$ cat src/hdl/pqte_ram.sv
`default_nettype none
module pqte_ram #(
    parameter int WIDTH = 32,
    parameter int DEPTH = 64,
    localparam int AW = (DEPTH > 1) ? $clog2(DEPTH) : 1
) (
    input  wire logic             i_clk,
    input  wire logic             i_we,
    input  wire logic [AW-1:0]    i_addr,
    input  wire logic [WIDTH-1:0] i_wdata,
    output logic      [WIDTH-1:0] o_rdata
);

    logic [WIDTH-1:0] r_mem [DEPTH];
    logic [WIDTH-1:0] r_rdata;

    always_ff @(posedge i_clk) begin
        if (i_we) begin
            r_mem[i_addr] <= i_wdata;
        end
        r_rdata <= r_mem[i_addr];
    end

    assign o_rdata = r_rdata;

endmodule
`default_nettype wire

$ cat config.mk
export PLATFORM = sky130hd
export DESIGN_NAME = pqte_ram
export DESIGN_NICKNAME = d
export VERILOG_FILES = /design/src/hdl/pqte_ram.sv
export SDC_FILE = /design/constraint.sdc
export NUM_CORES = 2
export LEC_CHECK = 0
export BUFFER_PORTS_ARGS = -buffer_cell sky130_fd_sc_hd__buf_2
export CORE_MARGIN = 8
export CORE_UTILIZATION = 37
export CTS_CLUSTER_SIZE = 10
export DETAILED_ROUTE_END_ITERATION = 10
export HOLD_SLACK_MARGIN = 0.15
export PLACE_DENSITY = 0.54
export SETUP_SLACK_MARGIN = 0.1
export SYNTH_ARGS = -nofsm -noshare
export SYNTH_HDL_FRONTEND = slang
export SYNTH_SLANG_ARGS = --single-unit
$ cat constraint.sdc
create_clock -name i_clk -period 4.3 [get_ports i_clk]
set_input_delay 0.645 -clock i_clk [delete_from_list [all_inputs] [get_ports i_clk]]
set_output_delay 0.645 -clock i_clk [all_outputs]
set_load 0.1 [all_outputs]
After elaboration in Yosys (flattened, before gate mapping)
Memories as Yosys holds them, arrays and structs flattened. A register that Yosys moved wholly into a read port is not among the register bits.
Index checks and enable logic that the tools add are counted.
{ "totals": {"register_bits": 0, "mem_bits_rw": 2048, "in_bits": 40, "out_inout_bits": 32, "word_cells": 3, "mem_count": 1} }
{ "classes": {"muxes": 2} }
{ "memory_table": {"columns": ["memory", "words", "width", "rd", "rd_clocked_by_memory_dff", "wr", "line", "rtl"], "rows": [
  ["r_mem", 64, 32, 1, 1, 1, "14", "logic [WIDTH-1:0] r_mem [DEPTH];"]
]} }
{ "op_table": {"columns": ["operator", "n"], "rows": [
  ["two-way mux 1 bit", 2]
]} }

Longest topological paths before layout
{ "logic_depth": {"ltp_word": 2, "ltp_mapped": 13, "ltp_nobuf": 6} }

Worst setup path before layout
Ideal clock, no wire load.
{ "synth_path": {"path_type": "input-to-reg", "start": "input i_addr[2]", "end": "memory r_mem[15][0] (enable)", "arrival_ns": 3.463, "required_time_ns": 3.879, "slack_ns": 0.416, "cell_stages": 8, "n_path_buf": 6, "cell_sequence": "buf_2 > buf_2 > buf_2 > buf_2 > buf_2 > buf_2 > nand3_1 > nor2_1"} }
{ "synth_rtl": {"columns": ["item", "line", "rtl"], "rows": [
  ["from (decl)", "9", "input wire logic [AW-1:0] i_addr,"],
  ["to (decl)", "14", null]
]} }
No word-level cell before the write port.

==> results.txt <==
----------------------------------------------------
[Drt]
  Via count ... between 40000 and 50000
  Wire per inst ... a little over 30 um
  Number of nets with antenna violations after routing ... 0
  DRC ... 0
  Vias per cell ... slightly below 6
  Aggregate routed wire length ... around 230 mm
  First-pass iteration count of the detailed router ... 8
  Drt first-iter violations ... ~4800

[Die]
  Site Rows ... 169
  Number of ports placed on the die boundary ... between 70 and 80
  Std-Cell Core Area ... roughly 210000 um2
  Overall die area ... ~230000 um2
  Die height ... between 400 and 500 um
  Initial Utilization ... 37.21%
  Die extent in x ... between 400 and 500 um

[Logic synthesis]
  Post-synth ARST share ... 0%
  Post-synthesis sequential element count ... around 2100
  Count of yosys warnings during synthesis ... 0
  Number of flops mapped to enable cells by yosys ... 2048
  Number of instances in the synthesized netlist ... about 4200
  Cell accounting for the most synthesized area ... edfxtp_1
  Post-synthesis cell area ... roughly 79000 um2
  Fraction of post-synthesis cell area in the top cell type by area ... 77.92%
  Cell types with the largest area share after synthesis ... edfxtp_1 78%, mux2i_1 3.3%, mux4_2 2.7%, mux2_2 2.1%, a221oi_1 1.9%
  Commonest cells post-synth ... 2048 x edfxtp_1, 259 x mux2i_1, 188 x a22oi_1
  Synthesized net count ... between 4000 and 5000
  Cell with the most instances after synthesis ... edfxtp_1
  Distinct cell type count after synthesis ... 56
  Sequential area share after synthesis ... between 70% and 80%
  Most used flip-flop cell after synthesis ... edfxtp_1
  Post-Syn Area per Cell ... about 19 um2

[Global route]
  First-pass GRT wire length ... between 300 and 400 mm
  Number of global-route vias before repair ... about 43000
  Number of antenna violations at the first check in global routing ... 9
  GR met2 Demand/Resource ... 31.24%
  Largest net degree at the start of global routing ... 72
  Overall fraction of global-route tracks in use ... between 10% and 20%
  Sum of overflow across all layers after global routing ... 0
  Grt peak-use layer ... met2
  Met1 track utilization from global routing ... around 28%
  Met3 capacity usage during global routing ... between 3 and 4%

[STA]
  Total setup violations reported at the end of the flow ... 0
  Final period util ... a little under three quarters
  Minimum clock period ... approximately 3 ns
  Final setup slack of the worst path ... 1.251 ns
  Post-Route Skew ... about 0.034 ns
  Hold Fails Final Rpt ... 0
  Highest achievable clock rate ... 327.9 MHz
  Final-layout worst hold slack ... between 0.2 and 0.25 ns
  Unrepaired setup endpoints after global routing ... no
  Relative slew slack ... between 10% and 20%
  Pins over their slew limit ... 0
  Pin slew with the least headroom to its limit ... around 1.2 ns

[Run]
  Number of max-cap violations ... 0

[Setup path]
  Startpoint of the worst-slack reg-to-reg timing path ... r_mem[21][7]
  Data required, critical path ... 5.01 ns
  Data arrival time of the worst path ... 3.76 ns
  Max Fanout on Critical Path ... 59
  Endpoint kind of the worst setup timing path ... register
  Worst setup path class ... input pin to register
  Launch point of the critical path ... i_addr[0]
  Critical Path Source Type ... input pin

[Layout]
  Share of layout cells above drive strength 1 ... between 20 and 25%
  Utilization after layout ... between 40 and 50%
  Number of nets in the final layout ... about 4600
  P&R area growth vs syn ... 16.36%
  Filler instances ... 18424

[Pwr]
  Switching power share of the total ... 22.69%
  Seq pwr share ... around 53%
  Worst VDD drop ... about 0.00043 V
  Switching power ... 9.677 mW
  Proportion of power drawn by the clock network ... roughly 41%
  Combinational group share of total power ... under 10%
  Static leakage ... 29.47 nW
  Total power divided by cell area ... between 400 and 500 nW/um2
  P_int ... 32.98 mW

[Clock tree]
  TritonCTS clock tree ... done
  Clk Tree Root Cell ... clkbuf_16
  Count of instances resized after the clock tree is built ... 0
  Clock Pin Slew Worst Setup and Hold Paths ... ~0.06 ns
  # Post-CTS Setup Buffers ... 0
  Clock Latency Late Sink ... approximately 0.86 ns
  CTS Sinks ... between 2000 and 2500
  CTS H-tree depth ... 4
  Buffer levels on the longest clock path ... 3
  CTS buffer count ... about 230

[Min path]
  HP Start ... i_wdata[26]
  Path type of the worst min-delay path ... input pin to register

[Place]
  Number of buffer cells added on primary ports ... approximately 70
  Post-Place Setup Slack ... roughly 0.36 ns
  HPWL after detailed placement ... approximately 140 mm
  Routability Congestion ... roughly 0.84

[Outcome]
  Result of the run ... finished clean

----------------------------------------------------
placed cells by master, fill, tap and decap left out, types with 16 or more instances in the layout:
master     count
a21oi_1      121
o22a_1        70
mux4_2        96
clkbuf_1     108
a211oi_1      17
mux2i_1      259
dfxtp_1       32
a221oi_1     175
mux2_2       147
clkbuf_16    229
o22ai_1       93
edfxtp_1    2048
buf_12        64
a222oi_1      16
nand3_1       53
o21ai_0       84
buf_2         72
nor2_1        77
nor2_4        67
nor3_1        19
a22o_1        66
buf_4        246
nand2_1       27
and3_1        85
a22oi_1      188
a31oi_1       43
cells by family (layout without fill, tap and decap cells):
logic type | count (synthesis) | after routing | share of synthesized area (%)
mux | 502 | 502 | 8.121
flops | 2080 | 2080 | 78.73
compound gates | 933 | 933 | 8.662
simple gates | 424 | 424 | 2.806
buf+inv | 300 | 749 | 1.682
other cells | 0 | 6 | 0
worst paths after layout:
path,endpoint,cells after the start,slack [ns]
worst max register to register,o_rdata[7],5,1.47
worst min register to register,o_rdata[19],3,0.61
worst max-delay path,o_rdata[23],7,1.25
worst min-delay path,r_mem[61][26],1,0.22
layer usage:
| metal | vias up | wire length (um) |
|---|---|---|
| li1 | 18292 | - |
| met1 | 22901 | 99930 |
| met2 | 1799 | 108600 |
| met3 | 400 | 15560 |
| met4 | 6 | 7952 |
| met5 | - | 37 |
power by group through the flow:
stage | Sequential, mW | Clock, mW | Combinational (mW)
2_1_floorplan | 23.3 | 0 | 1.07
3_3_place_gp | 23.0 | 0 | 2.62
3_5_place_dp | 23.0 | 0 | 2.65
4_1_cts | 22.6 | 17.8 | 2.66
5_1_grt | 22.6 | 18.6 | 2.77
6_report | 22.6 | 17.5 | 2.64
state kept, by name, indices dropped and copies added (netlist names):
register,cells
o_rdata,32
r_mem,2048
stage by stage:
stage               instance area [um2]  std cells  setup TNS [ns]  power, mW
floorplan                         78930       4239               0      24.34
global placement                  85260       7143          -1.057      25.60
detailed placement                85280       7147               0      25.63
CTS                               91820       7509               0      43.04
global route                      91830       7511               0      43.92
finish                            91840       7515               0      42.66
critical path: stages:
cell and delay (ns):
buf_8 0.50, buf_4 0.29, mux4_2 0.51, mux2i_1 0.30, nor2_1 0.13, or4b_1 0.70, or4_1 0.57
final cells by class:
class                           instances  area (um2)  area share [%]
Antenna cell                            6       15.01         0.01635
Clock buffer                          337        6136           6.681
Clock inverter                         19       345.3          0.3760
Inverter                                2       15.01         0.01635
Multi-Input combinational cell       1859       16060           17.49
Sequential cell                      2080       62140           67.66
Tap cell                             2821        3530           3.843
Timing Repair Buffer                  391        3593           3.913
what timing repair did:
action	4_1_cts	5_1_grt
hold buffers	6	0
hold endpoints to repair	39	0
endpoints found under the setup margin	0	0
No activity file was read; power rests on OpenSTA's default activity.
