==> src/hdl/pqte_pkg.sv <==
`default_nettype none
package pqte_pkg;

    localparam int MAX_SEGMENTS = 64;
    localparam int COEFFS       = 6;
    localparam int AXES         = 2;
    localparam int DUR_W        = 32;
    localparam int DIV_W        = 78;
    localparam int TAU_W        = 21;
    localparam int MAG_W        = 62;

    localparam logic [1:0] KIND_COEFF = 2'd0;
    localparam logic [1:0] KIND_DUR   = 2'd1;
    localparam logic [1:0] KIND_EVAL  = 2'd2;
    localparam logic [1:0] KIND_NONE  = 2'd3;

    localparam logic [2:0] ST_OK        = 3'd0;
    localparam logic [2:0] ST_WRITE     = 3'd1;
    localparam logic [2:0] ST_NOT_READY = 3'd2;
    localparam logic [2:0] ST_RANGE     = 3'd3;
    localparam logic [2:0] ST_BAD_DUR   = 3'd4;

    typedef struct packed {
        logic [1:0]         kind;
        logic [5:0]         segment;
        logic [2:0]         coeff_index;
        logic               axis;
        logic signed [31:0] write_value;
        logic [31:0]        query_time;
        logic [2:0]         deriv_order;
    } t_in_word;

    typedef struct packed {
        logic signed [31:0] heading_value;
        logic signed [31:0] arc_value;
        logic [2:0]         status;
    } t_out_word;

    typedef enum logic [3:0] {
        S_IDLE,
        S_WALK,
        S_CHECK,
        S_TAU_WAIT,
        S_AX_INIT,
        S_MUL_F,
        S_MUL_C,
        S_ACC,
        S_PW,
        S_DIV_START,
        S_DIV_WAIT,
        S_AX_DONE,
        S_OUT
    } t_state;

    // k!/(k-order)!
    function automatic logic [6:0] falling_fact(input logic [2:0] k, input logic [2:0] order);
        int f;
        f = 1;
        for (int i = 0; i < 5; i++) begin
            if (i < int'(order)) begin
                f = f * (int'(k) - i);
            end
        end
        return 7'(f);
    endfunction

endpackage
`default_nettype wire

==> src/hdl/pqte_div.sv <==
`default_nettype none
module pqte_div (
    input  wire logic                            i_clk,
    input  wire logic                            i_rst_n,
    input  wire logic                            i_start,
    input  wire logic [pqte_pkg::DIV_W-1:0]      i_dividend,
    input  wire logic [pqte_pkg::DUR_W-1:0]      i_divisor,
    output logic                                 o_done,
    output logic      [pqte_pkg::DIV_W-1:0]      o_quotient
);

    localparam int DW    = pqte_pkg::DIV_W;
    localparam int NW    = pqte_pkg::DUR_W;
    localparam int CNT_W = $clog2(DW + 1);

    logic             r_busy;
    logic             r_done;
    logic [CNT_W-1:0] r_cnt;
    logic [NW-1:0]    r_rem;
    logic [NW-1:0]    r_den;
    logic [DW-1:0]    r_quo;

    logic [NW:0] rem_sh;
    logic [NW:0] diff;
    logic        ge;

    assign rem_sh = {r_rem, r_quo[DW-1]};
    assign ge     = rem_sh >= {1'b0, r_den};
    assign diff   = rem_sh - {1'b0, r_den};

    always_ff @(posedge i_clk) begin
        if (!i_rst_n) begin
            r_busy <= 1'b0;
            r_done <= 1'b0;
            r_cnt  <= '0;
        end else begin
            r_done <= 1'b0;
            if (i_start) begin
                r_busy <= 1'b1;
                r_cnt  <= '0;
            end else if (r_busy) begin
                r_cnt <= r_cnt + 1'b1;
                if (r_cnt == CNT_W'(DW - 1)) begin
                    r_busy <= 1'b0;
                    r_done <= 1'b1;
                end
            end
        end
    end

    always_ff @(posedge i_clk) begin
        if (i_start) begin
            r_quo <= i_dividend;
            r_rem <= '0;
            r_den <= i_divisor;
        end else if (r_busy) begin
            r_rem <= ge ? diff[NW-1:0] : rem_sh[NW-1:0];
            r_quo <= {r_quo[DW-2:0], ge};
        end
    end

    assign o_done     = r_done;
    assign o_quotient = r_quo;

endmodule
`default_nettype wire
==> config.mk <==
export PLATFORM = sky130hd
export DESIGN_NAME = pqte_div
export DESIGN_NICKNAME = d
export VERILOG_FILES = /design/src/hdl/pqte_pkg.sv /design/src/hdl/pqte_div.sv
export SDC_FILE = /design/constraint.sdc
export NUM_CORES = 1
export LEC_CHECK = 0
export BUFFER_PORTS_ARGS = -buffer_cell sky130_fd_sc_hd__buf_2
export CORE_MARGIN = 2
export CORE_UTILIZATION = 46
export CTS_CLUSTER_DIAMETER = 120
export DETAILED_ROUTE_END_ITERATION = 16
export GPL_TIMING_DRIVEN = 0
export HOLD_SLACK_MARGIN = 0.05
export PLACE_DENSITY = 0.7
export SYNTH_ARGS = -nofsm -noshare
export SYNTH_HDL_FRONTEND = slang
export SYNTH_SLANG_ARGS = --single-unit
==> constraint.sdc <==
create_clock -name i_clk -period 3.9 [get_ports i_clk]
set_input_delay 0 -clock i_clk [delete_from_list [all_inputs] [get_ports i_clk]]
set_output_delay 0 -clock i_clk [all_outputs]
set_load 0.1 [all_outputs]
[Yosys cells after proc, flatten, opt, wreduce, memory -nomap -nowiden]
Index checks and enable logic that the tools add are counted.
Cells by class
  add/subtract/negate cells: 2
  magnitude comparators: 1
  eq/ne operators: 1
  muxes and demuxes: 7
  bitwise logic cells: 2
  reductions and logical operators: 3
Operators with widths (number)
  $mux W78: 2
  $ge A33 B32 Y1: 1
  $mux W32: 1
  $sub A32 B32 Y32: 1
  $add A7 B1 Y7 const B: 1
  $eq A7 B7 Y1 const B: 1
  $mux W1: 4
  $reduce_or A3 Y1: 1
  $not A1 Y1: 2
  $reduce_bool A2 Y1: 1
  $reduce_or A2 Y1: 1
Word-level totals
  bits in registers: 151
  output and inout bits: 79
  logic and storage cells: 22

[Longest topological paths before layout]
Gate-level depths: netlist of the first run.
  word-level depth: 4
  gate-level depth with buffers: 12

[Least setup slack after synthesis of the first run]
No wires, ideal clock.
  path kind: reg-to-reg
  from: reg r_quo[77] (netlist: o_quotient[77])
  to: reg r_rem[16]
  setup time: 91 ps
  data arrival time: 2921 ps
  required time: 3809 ps
  slack: 888 ps
  cell stages (with the launch flop): 12
  buffers on the path: 0
  path through: edfxtp_1 -> inv_1 -> ha_1 -> fa_1 -> nand2b_1 -> a21oi_1 -> or3_1 -> o31ai_2 -> o21ai_0 -> xor2_1 -> o21ai_0 -> a311oi_1
On the way
  word-level cells in the longest chain between the ends: 2
Ends and longest elaborated chain
  from (decl): RTL line pqte_div.sv:21  | logic [DW-1:0] r_quo;
  from (signal assigned): RTL line pqte_div.sv:53  | r_quo <= i_dividend;
  from (signal assigned): RTL line pqte_div.sv:58  | r_quo <= {r_quo[DW-2:0], ge};
  $sub A32 B32 Y32 or $ge A33 B32 Y1 (tied branches): RTL line pqte_div.sv:29, pqte_div.sv:28
  $mux W32 *: RTL line pqte_div.sv:57  | r_rem <= ge ? diff[NW-1:0] : rem_sh[NW-1:0];
  to (signal assigned): RTL line pqte_div.sv:57
  to (decl): RTL line pqte_div.sv:19  | logic [NW-1:0] r_rem;
Every way passes the cells marked *; elsewhere a longest branch is shown, timed or not.
A chain may end at the register's enable or synchronous reset.

[Final worst setup path of the first run]
  from: reg r_den[21]
  to: reg r_rem[16]
On the way
  word-level cells in the longest chain between the ends: 2
Ends and longest elaborated chain
  from (decl): RTL line pqte_div.sv:20  | logic [NW-1:0] r_den;
  from (signal assigned): RTL line pqte_div.sv:55  | r_den <= i_divisor;
  $ge A33 B32 Y1: RTL line pqte_div.sv:28  | assign ge = rem_sh >= {1'b0, r_den};
  $mux W32: RTL line pqte_div.sv:57
No other way between the ends.

==> key figures, run 1 <==
Status
  • Status: finished clean

Route
  • Initial drt markers: 483
  • Number of vias per cell: 5.48
  • DRT Pass-1 Iters: 4
  • Via count: 7,256
  • DRC viols: 0
  • Routed WL per cell: 18.1 um
  • Post-route ant nets: 0
  • Total Routed Length: 23.9 mm

Power and ir drop
  • Leakage power: 4.69 nW
  • Tot Pwr: 5.29 mW
  • Peak supply drop: 0.392 mV
  • PwrDens: 469 mW/mm^2

Hold path
  • Hold EP: r_den[5]
  • Hold Path Origin: i_start
  • Hold Path Depth: 1
  • Worst min-delay path class: in -> reg

Clock network
  • Num CTS Buffers: 17
  • Clock Sinks: 151
  • CTS tree: built
  • Max Buffers Root-to-Sink: 2
  • Clock Pin Slew Worst Setup and Hold Paths: 0.07 ns
  • Clk root buf: clkbuf_16
  • Setup repair bufs after CTS: 0
  • Resized Gates After CTS: 0
  • Max H-tree Level: 4
  • Skew-Pair Late Insertion Delay: 0.43 ns

Synth
  • EDFF count, synth: 110
  • Mapped Nets: 906
  • Ys Warns: 0
  • Netlist cell types: 66
  • Post-synth ARST share: 0%
  • Yosys reg bits: 151
  • Ys flop type: edfxtp_1
  • Syn avg cell area: 10.9 um^2
  • Mapped Area: 0.00828 mm^2
  • Mapped Cells: 758
  • Sequential fraction of the synthesis area: 49.8%

Place
  • GPL Wtd Cong: 0.924
  • Post-DP HPWL: 16.1 mm
  • IO Port Bufs: 191

Timing
  • Minimum clock period: 3.16 ns
  • Setup TNS: 0 ns
  • Pins Over Slew Limit: 0
  • Max_slew headroom: 46.0%
  • Final Hold Viols: 0
  • Fmax: 316 MHz
  • Slew @ Worst Pin: 0.810 ns
  • Final setup viols: 0
  • Worst clock skew: 0.0202 ns
  • Crit share post-route: 81.1%
  • Hold Slack: 0.218 ns
  • RSZ-0062 raised after global routing: no

Setup path
  • Crit. End Element: flop
  • Worst R2R End: r_rem[16]
  • Setup Crit Path Kind: reg -> reg
  • Worst Path Required: 4.22 ns
  • Arr. time, crit path: 3.48 ns
  • Largest fanout on the critical path: 10
  • Worst R2R Path Depth: 12
  • Worst reg2reg setup slack: 0.74 ns
  • Reg2reg start: r_den[21]
  • Crit start category: flop
  • Crit path launch: r_den[21]

GRT
  • Met1 Use GR: 32.1%
  • GR peak layer: met2
  • GRT overflow: 0
  • M2 GR Usage: 42.4%
  • Initial antenna violation count: 0
  • Largest net degree at the start of global routing: 63
  • Met3 usage: 6.17%
  • GRT Overall Usage: 25.2%
  • First-pass GRT wire length: 38.4 mm
  • Vias in the first global route: 7,416

Die
  • Top Ports: 192
  • Die extent in y: 138 um
  • Row count: 49
  • Die width: 138 um
  • Die ar.: 0.0191 mm^2
  • Starting Density: 46.4%
  • Core area: 0.0178 mm^2

Layout
  • Area Overhead vs Synth: 36.4%
  • Nets: 1,228
  • Share of cells above drive strength 1: 30.2%

Flow run
  • Maxcap violations: 0
==> worst max path at each step <==
stage	endpoint	cells past startpoint
after floorplan	r_rem[16]	11
after global placement	o_quotient[64]	6
after detailed placement	r_rem[6]	12
after CTS	r_rem[6]	12
after global routing	r_rem[15]	11
final	r_rem[16]	12
==> worst max-delay path: stages (launching register included) <==
cell and delay [ns]:
edfxtp_1 0.33, inv_1 0.05, ha_1 0.26, clkbuf_1 0.32
nand4_1 0.22, nor4_1 0.41, nand3_1 0.20, a31oi_1 0.20
a41o_1 0.19, o21a_4 0.20, buf_2 0.27, o21ai_0 0.11
a311oi_1 0.31
==> synth_stat cells (all sizes together), types with 3 or more instances <==
master,n,area share (%)
o311a,3,0.36
o211ai,7,0.63
or3,7,0.53
a211oi,6,0.54
dfxtp,41,9.9
xnor2,16,1.7
a311oi,18,1.9
nor2b,3,0.23
o311ai,3,0.32
or2,5,0.38
ha,34,5.1
edfxtp,110,40
buf,14,1.2
nand3,26,1.6
a21boi,7,0.63
and3,4,0.36
a21o,10,0.92
nand2,51,2.3
nand4,14,1.1
a21oi,41,2.5
and4,3,0.32
nor3,8,0.48
inv,46,2.1
clkbuf,32,1.5
o221ai,3,0.32
nor2,54,2.4
nand2b,3,0.23
o21a,9,0.91
o22ai,5,0.38
o21bai,8,0.86
nor4,4,0.30
mux2,78,11
o31ai,5,0.51
xor2,12,1.3
o21ai,41,2.6
==> stage by stage <==
step | instances | setup WS [ns] | area, um^2 | util [%]
detailed placement | 1179 | 0.862 | 9550 | 53.6
floorplan | 758 | 0.888 | 8280 | -
finish | 1323 | 0.736 | 11300 | 63.3
CTS | 1322 | 0.838 | 11300 | 63.3
global route | 1322 | 0.577 | 11300 | 63.3
global placement | 1178 | -0.727 | 9520 | 53.4
==> power by group <==
group | switching [mW] | total (mW) | internal [mW]
combinational | 1.13 | 1.59 | 0.459
sequential | 0.0835 | 1.97 | 1.89
clock | 0.798 | 1.73 | 0.930
total | 2.01 | 5.29 | 3.28
==> layer usage <==
layer / up-vias / wire [um]
met5: - / 0
met4: 0 / 447
met3: 40 / 1680
met2: 281 / 11600
met1: 3458 / 10200
li1: 3477 / -
==> cells in the final DEF (no fill, tap or decap), types with 36 or more instances in the layout <==
cell	instances
a21oi_1	40
buf_2	197
dfxtp_1	41
dlygate4sd3_1	111
edfxtp_1	110
inv_1	45
mux2_2	78
nand2_1	50
nor2_1	54
o21ai_0	36
==> cells by family (layout without fill, tap and decap cells) <==
logic type	Yosys count	in the layout	share of synthesized area, %
flops	151	151	49.8
mux	80	80	10.8
simple gates	189	189	10.9
other cells	0	1	0
xor+xnor	28	28	2.96
fa+ha+maj	35	35	5.38
compound gates	183	183	15.4
buf+inv	92	427	4.73
==> repair_timing <==
action | in CTS | in global routing
endpoints found under the setup margin | 0 | 0
hold buffers | 111 | 0
hold endpoints to repair | 113 | 0
==> registers in the layout, summed over array words and instances (netlist names) <==
signal	flops
r_den	32
o_done	1
r_rem	32
r_busy	1
o_quotient	78
r_cnt	7
==> final cells by class <==
cell class	count	area [um^2]
inverters	46	175
clock buffers	17	425
flip-flops and latches	151	4120
fillers	1378	6540
plain buffers	46	219
diodes	1	2.50
multi-input cells	515	3770
repair buffers	303	2090
well taps	229	287
clock inverters	15	204
No activity file was read; power rests on OpenSTA's default activity.
==> run 2: changes to the inputs <==
--- a/config.mk
+++ b/config.mk
@@ -12,7 +12,7 @@
 export DETAILED_ROUTE_END_ITERATION = 16
 export GPL_TIMING_DRIVEN = 0
 export HOLD_SLACK_MARGIN = 0.05
-export PLACE_DENSITY = 0.7
+export PLACE_DENSITY = 0.73
 export SYNTH_ARGS = -nofsm -noshare
 export SYNTH_HDL_FRONTEND = slang
 export SYNTH_SLANG_ARGS = --single-unit
==> constraint.sdc (replaced) <==
create_clock -name i_clk -period 2.6 [get_ports i_clk]
set_input_delay 0 -clock i_clk [delete_from_list [all_inputs] [get_ports i_clk]]
set_output_delay 0 -clock i_clk [all_outputs]
set_load 0.1 [all_outputs]
==> key figures, run 2 (same netlist as run 1, synthesis figures left out) <==
Status
  • Status: finished with violations
  • Violated checks: negative setup slack

Layout
  • Multi-input logic area: 0.00437 mm^2
  • Area Overhead vs Synth: 49.6%
  • Finished Cell Area: 0.0124 mm^2
  • Share of cells above drive strength 1: 40.5%
  • Register Area: 0.00413 mm^2
  • Most frequent cells in the layout: buf_2 (190), dlygate4sd3_1 (111), edfxtp_1 (110), mux2_2 (77), nor2_1 (53)
  • Leading cell type in the layout, fill and taps excluded: buf_2
  • Fill count: 1,256
  • Antenna diodes: 0
  • Final core occ: 69.5%
  • Final cell count without fillers: 1,361
  • Largest register FFs: 78
  • Nets: 1,267

Power and ir drop
  • Peak supply drop: 0.586 mV
  • Tot Pwr: 8.39 mW
  • Leakage power: 5.04 nW
  • PwrDens: 677 mW/mm^2

Timing
  • Slew @ Worst Pin: 1.14 ns
  • Max_slew headroom: 23.7%
  • Final Hold Viols: 0
  • Worst clock skew: 0.0197 ns
  • Hold Slack: 0.166 ns
  • PnR worst setup slack: -0.229 ns
  • Minimum clock period: 2.83 ns
  • Final setup viols: 32
  • Pins Over Slew Limit: 0
  • Crit share post-route: 109%
  • RSZ-0062 raised after global routing: yes
  • Fmax: 353 MHz

Setup path
  • Crit start category: flop
  • CP dominant cell by count: buf_6
  • Crit-path max cell delay: 0.38 ns
  • Setup Crit Path Kind: reg -> reg
  • Worst Path Required: 2.93 ns
  • Arr. time, crit path: 3.16 ns
  • CP cell instances: ha_4 -> buf_6 -> nand4_1 -> nor4_4 -> nand3_1 -> a31oi_1 -> a41o_1 -> o21a_4 -> buf_6 -> buf_8 -> o21ai_1 -> a311oi_1
  • Worst R2R Path Depth: 12
  • Crit. End Element: flop
  • Slowest CP cell: dfxtp_1
  • Largest fanout on the critical path: 7

Route
  • Routed WL per cell: 20.4 um
  • Via count: 7,789
  • DRT Pass-1 Iters: 5
  • Post-route ant nets: 0
  • Initial drt markers: 647
  • DRC viols: 0
  • Total Routed Length: 27.7 mm
  • Number of vias per cell: 5.72

Flow run
  • Maxcap violations: 0

Hold path
  • Hold Path Depth: 1
  • Worst min-delay path class: in -> reg

Place
  • DP Cell Count: 1,180
  • IO Port Bufs: 191
  • Post-DP HPWL: 16.3 mm
  • GPL Wtd Cong: 0.934
  • Post-DP Area: 0.00972 mm^2

Die
  • Die extent in y: 138 um
  • Top Ports: 192
  • Die ar.: 0.0191 mm^2
  • Row count: 49
  • Starting Density: 46.4%
  • Core area: 0.0178 mm^2
  • Die width: 138 um

Clock network
  • Max Buffers Root-to-Sink: 2
  • Skew-Pair Late Insertion Delay: 0.45 ns
  • Clock Pin Slew Worst Setup and Hold Paths: 0.08 ns
  • CTS tree: built
  • Num CTS Buffers: 17
  • Max H-tree Level: 4
  • Clk root buf: clkbuf_16
  • Clock Sinks: 151

GRT
  • First-pass GRT wire length: 41.9 mm
  • Initial antenna violation count: 0
  • GRT overflow: 0
  • Largest net degree at the start of global routing: 44
  • Vias in the first global route: 7,867
  • GRT Overall Usage: 27.6%
run 2: changes by cell type in the layout (fill, tap and decap cells not counted), moves of 13 or more:
| cell | previous run | this run |
|---|---|---|
| buf_4 | 0 | 37 |
| o21ai_0 | 36 | 18 |
| o21ai_1 | 4 | 18 |
| nand3_2 | 0 | 13 |
| ha_1 | 34 | 14 |
| ha_4 | 0 | 15 |
| nand3_1 | 26 | 11 |
run 2: per-stage QoR:
step	worst slack, ns	TNS, ns
after floorplan	-0.266	-4.68
after global placement	-1.47	-129.47
after detailed placement	-0.452	-40.46
after CTS	-0.129	-2.48
after global routing	-0.376	-7.63
final	-0.229	-3.94
run 2: layout make-up:
| cell class | instances | share of cell area (%) |
|---|---|---|
| Timing Repair Buffer | 353 | 20.8 |
| Clock buffer | 17 | 3.43 |
| Tap cell | 229 | 2.31 |
| Multi-Input combinational cell | 515 | 35.2 |
| Buffer | 35 | 1.85 |
| Sequential cell | 151 | 33.3 |
| Clock inverter | 15 | 1.69 |
| Inverter | 46 | 1.42 |
run 2: path summary, 6_finish.rpt:
path         startpoint        end  slack [ns]
min             i_start  r_den[31]        0.17
max            r_rem[8]  r_rem[14]       -0.23
max reg2reg    r_rem[8]  r_rem[14]       -0.23
min reg2reg    r_rem[2]   r_rem[2]        0.52
run 2: repair_timing:
item                                    in CTS  in global routing
endpoints found under the setup margin      33                 69
endpoints found under the hold margin      111                  0
gates cloned                                 1                  1
pin swaps                                   31                 32
resized for setup                           57                 61
hold buffers                               111                  0
setup buffers                               30                 17
run 2: routing by layer:
metal / vias to the layer above / track usage, % / routed length [um]
met5: - / 0 / 0
met4: 0 / 9.94 / 721
met3: 59 / 6.41 / 1950
met2: 377 / 47.8 / 13900
met1: 3797 / 33.9 / 11100
li1: 3556 / - / -
run 2: worst max-delay path: cells and delay by family (launching register included):
kind                     cells  cell delay, ns
adder cells (fa/ha/maj)      1            0.29
AND/OR/NAND/NOR              3            0.69
AO/OA/AOI/OAI                5            0.98
flip-flops                   1            0.38
buffers and inverters        3            0.36
run 2: power by group:
group	switching, mW	internal [mW]
Sequential	0.154	2.84
Clock	1.25	1.40
Combinational	1.84	0.899
Total	3.25	5.14
==> run 3: changes to the inputs <==
--- a/config.mk
+++ b/config.mk
@@ -13,6 +13,7 @@
 export GPL_TIMING_DRIVEN = 0
 export HOLD_SLACK_MARGIN = 0.05
 export PLACE_DENSITY = 0.73
+export RECOVER_POWER = 50
 export SYNTH_ARGS = -nofsm -noshare
 export SYNTH_HDL_FRONTEND = slang
 export SYNTH_SLANG_ARGS = --single-unit
==> key figures, run 3 (same netlist as run 1, synthesis figures left out) <==
Timing
  • Slew @ Worst Pin: 1.26 ns
  • Max_slew headroom: 16.5%
  • Pins Over Slew Limit: 0
  • Worst clock skew: 0.0187 ns
  • Final setup viols: 32
  • Crit share post-route: 108%
  • Final Hold Viols: 0
  • Fmax: 356 MHz
  • RSZ-0062 raised after global routing: yes
  • Minimum clock period: 2.81 ns
  • PnR worst setup slack: -0.211 ns

Place
  • GPL Wtd Cong: 0.934
  • Pre-CTS setup slack: -0.452 ns
  • IO Port Bufs: 191
  • Post-DP HPWL: 16.3 mm
  • Post-DP Area: 0.00972 mm^2

Setup path
  • Crit start category: flop
  • Crit. End Element: flop
  • Largest fanout on the critical path: 7
  • Setup Crit Path Kind: reg -> reg
  • Crit path launch: r_rem[8]
  • Worst Path Required: 2.93 ns
  • Reg2reg start: r_rem[8]
  • Arr. time, crit path: 3.14 ns
  • Worst reg2reg setup slack: -0.21 ns

Route
  • Total Routed Length: 27.6 mm
  • Post-route ant nets: 0
  • Initial drt markers: 634
  • Via count: 7,758
  • DRC viols: 0
  • Routed WL per cell: 20.3 um
  • Number of vias per cell: 5.70
  • DRT Pass-1 Iters: 5

Die
  • Starting Density: 46.4%
  • Die ar.: 0.0191 mm^2
  • Top Ports: 192
  • Core area: 0.0178 mm^2
  • Die width: 138 um
  • Die extent in y: 138 um
  • Row count: 49

Layout
  • Area Overhead vs Synth: 48.5%
  • Largest register FFs: 78
  • Antenna diodes: 0
  • Share of cells above drive strength 1: 33.6%
  • Nets: 1,267
  • Most frequent cells in the layout: dlygate4sd3_1 (111), buf_2 (111), edfxtp_1 (110), clkbuf_1 (100), mux2_2 (77)
  • Finished Cell Area: 0.0123 mm^2

Power and ir drop
  • Net Sw Power: 3.25 mW
  • Sw frac: 38.9%
  • Cell internal pwr: 5.10 mW
  • Clock share of power: 31.7%
  • Reg power frac: 35.9%
  • PwrDens: 679 mW/mm^2
  • Leakage power: 4.82 nW
  • Peak supply drop: 0.584 mV
  • Gate power share: 32.4%

Hold path
  • Hold Path Origin: i_start
  • Worst min-delay path class: in -> reg

Clock network
  • CTS tree: built
  • Max H-tree Level: 4
  • Max Buffers Root-to-Sink: 2
  • Clock Sinks: 151
  • Skew-Pair Late Insertion Delay: 0.45 ns
  • Clk root buf: clkbuf_16
  • Clock Pin Slew Worst Setup and Hold Paths: 0.08 ns
  • Num CTS Buffers: 17

GRT
  • M2 GR Usage: 47.8%
  • Largest net degree at the start of global routing: 44
  • Vias in the first global route: 7,867
  • Met3 usage: 6.41%
  • Met1 Use GR: 33.9%
  • GRT Overall Usage: 27.6%
  • Initial antenna violation count: 0
  • GRT overflow: 0
  • GR peak layer: met2
  • First-pass GRT wire length: 41.9 mm

Status
  • Violated checks: negative setup slack
  • Status: finished with violations

Flow run
  • Maxcap violations: 0
## run 3: cell count changes in the layout (fill, tap and decap cells not counted), sizes merged
cell | previous run | this run
clkbuf | 41 | 120
buf | 253 | 174
## run 3: path summary, 6_finish.rpt
check / depth (start not counted) / endpoint
worst min-delay path: 1 / r_den[31]
worst max-delay path: 12 / r_rem[14]
worst max register to register: 12 / r_rem[14]
worst min register to register: 2 / r_rem[2]
## run 3: stage by stage
| step | total power [mW] | hold slack (ns) | cells | setup TNS (ns) | util (%) |
|---|---|---|---|---|---|
| after floorplan | 4.79 | 0.0989 | 758 | -4.68 | - |
| after global placement | 5.24 | 0.178 | 1178 | -129.47 | 54.3 |
| after detailed placement | 5.27 | 0.178 | 1180 | -40.46 | 54.5 |
| after CTS | 8.18 | 0.235 | 1345 | -2.48 | 66.9 |
| after global routing | 8.62 | 0.204 | 1361 | -7.63 | 68.9 |
| final | 8.35 | 0.169 | 1361 | -3.61 | 68.9 |
## run 3: power by group through the flow
stage	clock network [mW]	logic [mW]	registers, mW
3_3_place_gp	0	2.23	3.01
4_1_cts	2.67	2.54	2.96
5_1_grt	2.77	2.84	3.01
6_report	2.65	2.71	3.00
2_1_floorplan	0	0.875	3.92
3_5_place_dp	0	2.26	3.01
## run 3: cell type report
| class | count | area, um^2 |
|---|---|---|
| Buffer | 35 | 229 |
| Clock buffer | 17 | 425 |
| Clock inverter | 15 | 209 |
| Fill cell | 1311 | 5550 |
| Inverter | 46 | 176 |
| Multi-Input combinational cell | 515 | 4370 |
| Sequential cell | 151 | 4130 |
| Tap cell | 229 | 287 |
| Timing Repair Buffer | 353 | 2470 |
## run 3: worst max-delay path: stages (launching register included)
cell,delay [ns]
dfxtp_1,0.38
ha_4,0.29
buf_6,0.10
nand4_1,0.19
nor4_4,0.34
nand3_1,0.16
a31oi_1,0.19
a41o_1,0.18
o21a_4,0.22
buf_6,0.14
buf_8,0.11
o21ai_1,0.07
a311oi_1,0.32
## run 3: layer usage
layer,vias up,share of wire [%]
met4,0,2.9
met3,65,7.0
met2,390,50
li1,3559,-
met1,3744,40
met5,-,0
## run 3: repair_timing
item / CTS / global route
pin swaps: 31 / 32
setup buffers: 30 / 17
hold endpoints to repair: 111 / 0
endpoints found under the setup margin: 33 / 69
resized for setup: 57 / 61
cloned: 1 / 1
hold buffers: 111 / 0
